**config.mk**
```make
export PLATFORM = sky130hd
export DESIGN_NAME = pid_controller_antiwindup
export DESIGN_NICKNAME = d
export VERILOG_FILES = /design/src/rtl/pidaw_pkg.sv /design/src/rtl/pidaw_sermul.sv /design/src/rtl/pidaw_serdiv.sv /design/src/rtl/pid_controller_antiwindup.sv
export SDC_FILE = /design/constraint.sdc
export NUM_CORES = 2
export LEC_CHECK = 0
export BUFFER_PORTS_ARGS = -buffer_cell sky130_fd_sc_hd__buf_4
export CORE_ASPECT_RATIO = 0.9
export CORE_MARGIN = 2
export CORE_UTILIZATION = 50
export CTS_BUF_LIST = sky130_fd_sc_hd__clkbuf_2 sky130_fd_sc_hd__clkbuf_4 sky130_fd_sc_hd__clkbuf_8
export DETAILED_ROUTE_END_ITERATION = 8
export PLACE_DENSITY_LB_ADDON = 0.25
export SETUP_SLACK_MARGIN = 0.05
export SYNTH_ARGS = -nofsm -noshare
export SYNTH_HDL_FRONTEND = slang
export SYNTH_SLANG_ARGS = --single-unit
```
**constraint.sdc**
```tcl
create_clock -name clk_i -period 11.79 [get_ports clk_i]
set_clock_uncertainty 0.15 [all_clocks]
set_input_delay 0.5895 -clock clk_i [delete_from_list [all_inputs] [get_ports clk_i]]
set_output_delay 0.5895 -clock clk_i [all_outputs]
set_load 0.05 [all_outputs]
```
**src/rtl/pidaw_pkg.sv**
```systemverilog
// Shared widths, register indexes and reset values for the PID controller.
// No dependencies; imported by every module of the block.
`timescale 1ns / 1ps
package pidaw_pkg;

  // Field and state widths
  localparam int DataW  = 16;
  localparam int FracW  = 8;
  localparam int AccW   = 32;
  localparam int ErrW   = DataW + 1;
  localparam int DerrW  = DataW + 2;
  // Weighted sum: gain * integral plus two narrower terms
  localparam int ProdW  = AccW + DataW + 2;
  localparam int ShW    = ProdW - FracW;
  // Bound dividend: limit span shifted up by the fraction bits
  localparam int DivW   = DataW + FracW;
  localparam int BndW   = DivW + 2;
  localparam int CmpW   = AccW + 2;

  // Register map
  localparam int NumRegs = 7;
  localparam int AddrW   = $clog2(NumRegs) + 2;
  localparam int IdxW    = $clog2(NumRegs);

  localparam logic [IdxW-1:0] RegSetpoint  = IdxW'(0);
  localparam logic [IdxW-1:0] RegPropGain  = IdxW'(1);
  localparam logic [IdxW-1:0] RegIntGain   = IdxW'(2);
  localparam logic [IdxW-1:0] RegDerivGain = IdxW'(3);
  localparam logic [IdxW-1:0] RegLowerLim  = IdxW'(4);
  localparam logic [IdxW-1:0] RegUpperLim  = IdxW'(5);
  localparam logic [IdxW-1:0] RegOffset    = IdxW'(6);

  localparam logic signed [DataW-1:0] LowerLimRst = -DataW'(100);
  localparam logic signed [DataW-1:0] UpperLimRst = DataW'(100);

endpackage

```
**src/rtl/pidaw_sermul.sv**
```systemverilog
// Bit-serial signed multiplier: one gain bit per cycle, shift and add.
// Depends on pidaw_pkg for the operand and product widths.
`timescale 1ns / 1ps
module pidaw_sermul (
  input  logic                              clk_i,
  input  logic                              rst_ni,
  input  logic                              start_i,
  input  logic signed [pidaw_pkg::ProdW-1:0] mcand_i,
  input  logic signed [pidaw_pkg::DataW-1:0] mplier_i,
  output logic                              busy_o,
  output logic signed [pidaw_pkg::ProdW-1:0] prod_o
);
  import pidaw_pkg::*;

  localparam int CntW = $clog2(DataW);

  logic                    busy_q;
  logic [CntW-1:0]         cnt_q;
  logic signed [ProdW-1:0] acc_q;
  logic signed [ProdW-1:0] mc_q;
  logic [DataW-1:0]        mp_q;

  // Control: run one step per gain bit
  always_ff @(posedge clk_i or negedge rst_ni) begin
    if (!rst_ni) begin
      busy_q <= 1'b0;
      cnt_q  <= '0;
    end else if (start_i) begin
      busy_q <= 1'b1;
      cnt_q  <= '0;
    end else if (busy_q) begin
      cnt_q <= cnt_q + CntW'(1);
      if (cnt_q == CntW'(DataW - 1)) busy_q <= 1'b0;
    end
  end

  // Datapath: the sign bit of the gain weighs negatively
  always_ff @(posedge clk_i) begin
    if (start_i) begin
      acc_q <= '0;
      mc_q  <= mcand_i;
      mp_q  <= mplier_i;
    end else if (busy_q) begin
      if (mp_q[0]) begin
        if (cnt_q == CntW'(DataW - 1)) acc_q <= acc_q - mc_q;
        else acc_q <= acc_q + mc_q;
      end
      mc_q <= mc_q <<< 1;
      mp_q <= mp_q >> 1;
    end
  end

  assign busy_o = busy_q;
  assign prod_o = acc_q;

endmodule

```
**src/rtl/pidaw_serdiv.sv**
```systemverilog
// Restoring divider, one quotient bit per cycle, unsigned operands.
// Depends on pidaw_pkg for the dividend and divisor widths.
`timescale 1ns / 1ps
module pidaw_serdiv (
  input  logic                        clk_i,
  input  logic                        rst_ni,
  input  logic                        start_i,
  input  logic [pidaw_pkg::DivW-1:0]  dividend_i,
  input  logic [pidaw_pkg::DataW-1:0] divisor_i,
  output logic                        busy_o,
  output logic [pidaw_pkg::DivW-1:0]  quot_o
);
  import pidaw_pkg::*;

  localparam int CntW = $clog2(DivW);

  logic              busy_q;
  logic [CntW-1:0]   cnt_q;
  logic [DataW-1:0]  rem_q;
  logic [DataW-1:0]  dvs_q;
  logic [DivW-1:0]   quot_q;
  logic [DataW:0]    trial;
  logic              fits;

  // Shift in the next dividend bit and try the subtraction
  assign trial = {rem_q, quot_q[DivW-1]};
  assign fits  = (trial >= {1'b0, dvs_q});

  always_ff @(posedge clk_i or negedge rst_ni) begin
    if (!rst_ni) begin
      busy_q <= 1'b0;
      cnt_q  <= '0;
    end else if (start_i) begin
      busy_q <= 1'b1;
      cnt_q  <= '0;
    end else if (busy_q) begin
      cnt_q <= cnt_q + CntW'(1);
      if (cnt_q == CntW'(DivW - 1)) busy_q <= 1'b0;
    end
  end

  always_ff @(posedge clk_i) begin
    if (start_i) begin
      rem_q  <= '0;
      dvs_q  <= divisor_i;
      quot_q <= dividend_i;
    end else if (busy_q) begin
      if (fits) rem_q <= DataW'(trial - {1'b0, dvs_q});
      else rem_q <= trial[DataW-1:0];
      quot_q <= {quot_q[DivW-2:0], fits};
    end
  end

  assign busy_o = busy_q;
  assign quot_o = quot_q;

endmodule

```
**src/rtl/pid_controller_antiwindup.sv**
```systemverilog
// PID controller with conditional-integration anti-windup. One measured sample
// in, one clamped drive value out. Each request passes from acceptance to the
// edge that raises the result through a load state, three bit-serial
// multipliers (proportional, derivative, trial integral) running alongside the
// bound divider, the trial sum, the integral update together with the start of
// the second integral multiply, that multiply, the final sum and the output
// register. The next request is accepted in the cycle after the result is
// registered; a result held at the output stalls the sequencer only when the
// next result is ready to take its place. One request is in flight at a time.
// Registers sit on an APB-style port at byte addresses 4*i; write them only
// while the block is idle.
// Depends on pidaw_pkg, pidaw_sermul and pidaw_serdiv.
`timescale 1ns / 1ps
module pid_controller_antiwindup (
  input  logic                                clk_i,
  input  logic                                rst_ni,
  // Configuration port
  input  logic                                psel,
  input  logic                                penable,
  input  logic                                pwrite,
  input  logic [pidaw_pkg::AddrW-1:0]         paddr,
  input  logic [31:0]                         pwdata,
  output logic [31:0]                         prdata,
  output logic                                pready,
  // Sample channel
  input  logic                                in_valid_i,
  output logic                                in_ready_o,
  input  logic signed [pidaw_pkg::DataW-1:0]  measured_i,
  // Drive channel
  output logic                                out_valid_o,
  input  logic                                out_ready_i,
  output logic signed [pidaw_pkg::DataW-1:0]  drive_o
);
  import pidaw_pkg::*;

  typedef enum logic [6:0] {
    S_IDLE = 7'b0000001,
    S_LOAD = 7'b0000010,
    S_MUL1 = 7'b0000100,
    S_TRY  = 7'b0001000,
    S_DEC  = 7'b0010000,
    S_MUL2 = 7'b0100000,
    S_OUT  = 7'b1000000
  } state_e;

  state_e state_q, state_d;

  // Configuration registers
  logic signed [DataW-1:0] sp_q, kp_q, ki_q, kd_q, lo_lim_q, hi_lim_q, off_q;
  logic                    cfg_wr;
  logic [IdxW-1:0]         cfg_idx;

  assign pready  = 1'b1;
  assign cfg_wr  = psel & penable & pwrite;
  assign cfg_idx = paddr[AddrW-1:2];

  always_ff @(posedge clk_i or negedge rst_ni) begin
    if (!rst_ni) begin
      sp_q     <= '0;
      kp_q     <= '0;
      ki_q     <= '0;
      kd_q     <= '0;
      lo_lim_q <= LowerLimRst;
      hi_lim_q <= UpperLimRst;
      off_q    <= '0;
    end else if (cfg_wr) begin
      unique case (cfg_idx)
        RegSetpoint:  sp_q     <= pwdata[DataW-1:0];
        RegPropGain:  kp_q     <= pwdata[DataW-1:0];
        RegIntGain:   ki_q     <= pwdata[DataW-1:0];
        RegDerivGain: kd_q     <= pwdata[DataW-1:0];
        RegLowerLim:  lo_lim_q <= pwdata[DataW-1:0];
        RegUpperLim:  hi_lim_q <= pwdata[DataW-1:0];
        RegOffset:    off_q    <= pwdata[DataW-1:0];
        default: ;
      endcase
    end
  end

  // Register read-back
  always_comb begin
    unique case (cfg_idx)
      RegSetpoint:  prdata = {{(32-DataW){1'b0}}, sp_q};
      RegPropGain:  prdata = {{(32-DataW){1'b0}}, kp_q};
      RegIntGain:   prdata = {{(32-DataW){1'b0}}, ki_q};
      RegDerivGain: prdata = {{(32-DataW){1'b0}}, kd_q};
      RegLowerLim:  prdata = {{(32-DataW){1'b0}}, lo_lim_q};
      RegUpperLim:  prdata = {{(32-DataW){1'b0}}, hi_lim_q};
      RegOffset:    prdata = {{(32-DataW){1'b0}}, off_q};
      default:      prdata = '0;
    endcase
  end

  // Controller state and per-request operands
  logic signed [ErrW-1:0]  prev_q, err_q, err_d;
  logic signed [DerrW-1:0] derr_q, derr_d;
  logic signed [AccW-1:0]  isum_q, isum_d, trial_q, trial_d;
  logic signed [DataW-1:0] lo_q, hi_q;
  logic signed [AccW:0]    trial_wide;
  logic                    in_acc;

  assign in_ready_o = (state_q == S_IDLE);
  assign in_acc     = in_valid_i & in_ready_o;

  assign err_d      = ErrW'(sp_q) - ErrW'(measured_i);
  assign derr_d     = DerrW'(err_d) - DerrW'(prev_q);
  assign trial_wide = (AccW+1)'(isum_q) + (AccW+1)'(err_d);

  // Saturate the trial integral to the accumulator width
  always_comb begin
    if (trial_wide[AccW] != trial_wide[AccW-1]) begin
      trial_d = trial_wide[AccW] ? {1'b1, {(AccW-1){1'b0}}} : {1'b0, {(AccW-1){1'b1}}};
    end else begin
      trial_d = trial_wide[AccW-1:0];
    end
  end

  // Capture operands on acceptance
  always_ff @(posedge clk_i) begin
    if (in_acc) begin
      err_q   <= err_d;
      derr_q  <= derr_d;
      trial_q <= trial_d;
      if (lo_lim_q > hi_lim_q) begin
        lo_q <= hi_lim_q;
        hi_q <= lo_lim_q;
      end else begin
        lo_q <= lo_lim_q;
        hi_q <= hi_lim_q;
      end
    end
  end

  // Serial units
  logic                    mul_start, int_start, div_start;
  logic                    p_busy, d_busy, i_busy, div_busy;
  logic signed [ProdW-1:0] p_prod, d_prod, i_prod, i_mcand;
  logic [DataW-1:0]        ki_mag;
  logic [DataW:0]          span;
  logic [DivW-1:0]         quot;

  assign mul_start = (state_q == S_LOAD);
  assign int_start = (state_q == S_LOAD) || (state_q == S_DEC);
  assign div_start = (state_q == S_LOAD);
  assign i_mcand   = (state_q == S_DEC) ? ProdW'(isum_d) : ProdW'(trial_q);
  assign ki_mag    = ki_q[DataW-1] ? DataW'(-ki_q) : DataW'(ki_q);
  assign span      = (DataW+1)'(hi_q) - (DataW+1)'(lo_q);

  pidaw_sermul u_mul_p (
    .clk_i, .rst_ni, .start_i(mul_start), .mcand_i(ProdW'(err_q)),
    .mplier_i(kp_q), .busy_o(p_busy), .prod_o(p_prod)
  );

  pidaw_sermul u_mul_d (
    .clk_i, .rst_ni, .start_i(mul_start), .mcand_i(ProdW'(derr_q)),
    .mplier_i(kd_q), .busy_o(d_busy), .prod_o(d_prod)
  );

  pidaw_sermul u_mul_i (
    .clk_i, .rst_ni, .start_i(int_start), .mcand_i(i_mcand),
    .mplier_i(ki_q), .busy_o(i_busy), .prod_o(i_prod)
  );

  pidaw_serdiv u_div (
    .clk_i, .rst_ni, .start_i(div_start),
    .dividend_i({span[DataW-1:0], {FracW{1'b0}}}), .divisor_i(ki_mag),
    .busy_o(div_busy), .quot_o(quot)
  );

  // Trial output and partial sum
  logic signed [ProdW-1:0] pd_q;
  logic signed [ShW-1:0]   tout_q, drv_q;
  logic signed [ProdW-1:0] tsum, fsum;

  assign tsum = p_prod + d_prod + i_prod;
  assign fsum = pd_q + i_prod;

  always_ff @(posedge clk_i) begin
    if (state_q == S_TRY) begin
      pd_q   <= p_prod + d_prod;
      tout_q <= ShW'(tsum >>> FracW);
    end
    if (state_q == S_MUL2 && !i_busy) drv_q <= ShW'(fsum >>> FracW);
  end

  // Conditional integration and bound
  logic                   in_band, opposes;
  logic signed [AccW-1:0] isum_sel;
  logic signed [BndW-1:0] bnd;
  logic signed [CmpW-1:0] c1, c2;

  assign in_band = (tout_q > ShW'(lo_q)) && (tout_q < ShW'(hi_q));
  assign opposes = (err_q < 0 && isum_q > 0) || (err_q > 0 && isum_q < 0);

  always_comb begin
    isum_sel = (in_band || opposes) ? trial_q : isum_q;
    bnd      = ki_q[DataW-1] ? -BndW'({1'b0, quot}) : BndW'({1'b0, quot});
    c1       = (CmpW'(isum_sel) > CmpW'(bnd)) ? CmpW'(bnd) : CmpW'(isum_sel);
    c2       = (c1 < -CmpW'(bnd)) ? -CmpW'(bnd) : c1;
    isum_d   = (ki_q == '0) ? '0 : c2[AccW-1:0];
  end

  always_ff @(posedge clk_i or negedge rst_ni) begin
    if (!rst_ni) begin
      prev_q <= '0;
      isum_q <= '0;
    end else begin
      if (in_acc) prev_q <= err_d;
      if (state_q == S_DEC) isum_q <= isum_d;
    end
  end

  // Offset away from zero, then clamp
  logic signed [ShW-1:0]   d1, d2;
  logic signed [DataW-1:0] drive_d;

  always_comb begin
    d1 = (drv_q > 0) ? drv_q + ShW'(off_q) : drv_q;
    d2 = (d1 < 0) ? d1 - ShW'(off_q) : d1;
    if (d2 > ShW'(hi_q)) drive_d = hi_q;
    else if (d2 < ShW'(lo_q)) drive_d = lo_q;
    else drive_d = d2[DataW-1:0];
  end

  // Sequencer
  logic out_free;
  assign out_free = !out_valid_o || out_ready_i;

  always_comb begin
    state_d = state_q;
    unique case (state_q)
      S_IDLE: if (in_valid_i) state_d = S_LOAD;
      S_LOAD: state_d = S_MUL1;
      S_MUL1: if (!p_busy && !d_busy && !i_busy && !div_busy) state_d = S_TRY;
      S_TRY:  state_d = S_DEC;
      S_DEC:  state_d = S_MUL2;
      S_MUL2: if (!i_busy) state_d = S_OUT;
      S_OUT:  if (out_free) state_d = S_IDLE;
      default: state_d = S_IDLE;
    endcase
  end

  always_ff @(posedge clk_i or negedge rst_ni) begin
    if (!rst_ni) state_q <= S_IDLE;
    else state_q <= state_d;
  end

  // Output register
  logic out_valid_q;
  assign out_valid_o = out_valid_q;

  always_ff @(posedge clk_i or negedge rst_ni) begin
    if (!rst_ni) begin
      out_valid_q <= 1'b0;
    end else if (state_q == S_OUT && out_free) begin
      out_valid_q <= 1'b1;
    end else if (out_ready_i) begin
      out_valid_q <= 1'b0;
    end
  end

  always_ff @(posedge clk_i) begin
    if (state_q == S_OUT && out_free) drive_o <= drive_d;
  end

endmodule

```
==> reports/results.txt <==
MaxCap Viol Count: 0
grt ovf: 0
main flop type after synthesis: edfxtp_1
Yosys top cell by area: edfxtp_1
fin crit period: 10.49 ns
Reg clk slew, reported paths: 0.07 ns
clock sinks: 843
Final ANT Viol Nets: 0
I/O Buffers: 75
Final setup viols: 0
Mean Syn Cell Area: 8.889 um^2
H-tree Lvls: 4
CTS tree: yes
Iter 0 DRT Violations: 4,456
Final GP Congestion: 0.9478
chip width: 383.4 um
Initial Utilization: 50.25%
CP max stage delay: 0.85 ns
YS warnings: 0
Mapped Cells: 7,286
Clk Latency, worst-skew pair: 0.93 ns
GRT Resource Usage Total: 27.03%
hold crit path type: input pin to asynchronous set/reset pin
CORE AREA: 128,900 um^2
clk buf depth: 3
beginning of the worst register-to-register path: hi_q[15]$_DFFE_PP_
RSZ-0062 raised after global routing: no
DR WL/cell: 19.92 um
sequential fraction of the synthesis area: 34.96%
number of global-route vias before repair: 51,187
vias: 54,329
most frequent CP cell: nand2_1
critical path capture point type: flip-flop
startpoint types: flip-flop
R2R Path End: u_mul_i.mc_q[49]$_DFFE_PP_
CP delay by family, top: simple AND/OR/NAND/NOR gates
ranking of synthesized cells by area: edfxtp_1 22%, ha_1 14%, dfrtp_1 6.7%
Buf+Inv Stages, Crit Path: 3
top cells by count, synth: 1,042 x nand2_1, 724 x ha_1, 639 x a21oi_1
Final period util: 88.94%
outcome: completed
TNS Setup: 0 ns
worst-path cell with the longest stage delay: o21ai_4
Worst-Margin Slew: 1.328 ns
Worst EP required: 12.36 ns
Slew HR: 11.37%
uppermost layer routed: met4
Async SR Flop Fraction: 22.54%
number of synthesized flops with an enable pin: 479
most instantiated library cell after synthesis: nand2_1
WL met1: 85.29 mm
Row Count: 125
Layout Nets: 8,139
Post-route DRC: 0
flops & latches, synth: 843
Distinct cells, synth: 102
slack of the worst reg-to-reg path: 1.30 ns
clk root buf: clkbuf_8
die area: 132,400 um^2
TritonCTS Buffers: 146
CP arrival: 11.05 ns
Final Hold Fails: 0
DR pass1 iterations: 6
Total Wirelength: 182.9 mm
Mapped Area: 64,760 um^2
Crit Path Category: flip-flop to flip-flop
Non-Filler Instances: 9,181
final-report max-slew violation count: 0
Layout area overhead: 8.786%
placed cell count: 8,891
CP Max Fanout: 32
first-pass GRT wire length: 284.0 mm
postcts setup bufs: 0
fin area: 70,460 um^2
final hold slack: 0.1524 ns
R2R cell count: 32
post-synth top area share: 22.21%
FMAX: 95.36 MHz
Die Ht: 345.4 um
# IOs: 111
antenna violations before repair: 2
met3 wire len: 12.73 mm
fraction of layout cells with a size suffix above 1: 8.292%
DR WL met2: 79.55 mm
routed vias/inst: 5.918
Post-DP Area: 67,040 um^2
Final HPWL DP: 139.4 mm
largest net degree at the start of global routing: 97
metal layers:
| layer | global-route usage (%) | up-vias |
|---|---|---|
| li1 | - | 26551 |
| met1 | 38.37 | 25766 |
| met4 | 8.948 | 0 |
| met3 | 4.515 | 274 |
| met2 | 41.70 | 1738 |
| met5 | 0 | - |
registers in the layout, indices dropped and copies added, names as in the netlist, 17 cells and up:
register        flops
derr_q             18
drv_q              42
err_q              17
isum_q             32
pd_q               50
prev_q             17
tout_q             42
trial_q            32
u_div.quot_o       24
u_mul_d.mc_q       50
u_mul_d.prod_o     50
u_mul_i.mc_q       50
u_mul_i.prod_o     50
u_mul_p.mc_q       50
u_mul_p.prod_o     50
placed cells by master, fill, tap and decap left out, types with 224 or more instances in the layout:
master and n:
nand2_1 1038, xnor2_1 360, ha_1 724, a21oi_1 638
o21ai_0 485, inv_1 283, a21o_1 310, xor2_1 224
nor2_1 512, edfxtp_1 479
timing repair:
item	4_1_cts	5_1_grt
hold buffers	19	0
endpoints found under the hold margin	174	0
gates resized for setup	0	0
through the flow:
step                utilization (%)  worst slack, ns
floorplan                         -            2.546
global route                  54.67           0.6654
global placement              52.02            1.598
finish                        54.67            1.303
CTS                           54.67            1.326
detailed placement            52.02            1.428
area by class of cell:
| type | count | area, um^2 |
|---|---|---|
| antenna | 2 | 5.005 |
| clock buffer | 209 | 2601 |
| clock inverter | 60 | 615.6 |
| fill | 11578 | 58420 |
| inverter | 287 | 1082 |
| multi-input combinational | 5916 | 40180 |
| sequential | 843 | 22640 |
| tap | 1714 | 2145 |
| timing repair buffer | 150 | 1180 |
cells by family (layout without fill, tap and decap cells):
logic type	Yosys count	in the layout	synth area share (%)
mux	195	195	3.518
flops	843	843	34.96
simple gates	2369	2369	16.67
xor+xnor	585	585	7.911
other cells	2	19	0.01160
compound gates	2009	2009	19.24
fa+ha+maj	741	741	14.42
buf+inv	542	706	3.273
worst max-delay path by stage:
stage	from	endpoint	slack [ns]	depth (start not counted)
after floorplan	lo_q[15]$_DFFE_PP_	u_mul_i.mc_q[24]$_DFFE_PP_	2.55	33
after global placement	lo_q[15]$_DFFE_PP_	u_mul_i.mc_q[49]$_DFFE_PP_	1.60	31
after detailed placement	hi_q[15]$_DFFE_PP_	u_mul_i.mc_q[49]$_DFFE_PP_	1.43	32
after CTS	hi_q[15]$_DFFE_PP_	u_mul_i.mc_q[49]$_DFFE_PP_	1.33	32
after global routing	hi_q[15]$_DFFE_PP_	u_mul_i.mc_q[49]$_DFFE_PP_	0.67	32
final	hi_q[15]$_DFFE_PP_	u_mul_i.mc_q[49]$_DFFE_PP_	1.30	32
worst register-to-register path, delay by kind of cell (launching register included):
| family | cells | cell delay, ns |
|---|---|---|
| muxes | 2 | 0.64 |
| and+or+nand+nor | 15 | 4.35 |
| adders and majority gates | 3 | 0.86 |
| AOI/OAI and AO/OA | 9 | 2.60 |
| DFF | 1 | 0.43 |
| buffers and inverters | 3 | 1.25 |
Power is left out: the tool's default activity adds up to more than one toggle a clock period on the data nets, which glitch-free logic cannot reach.
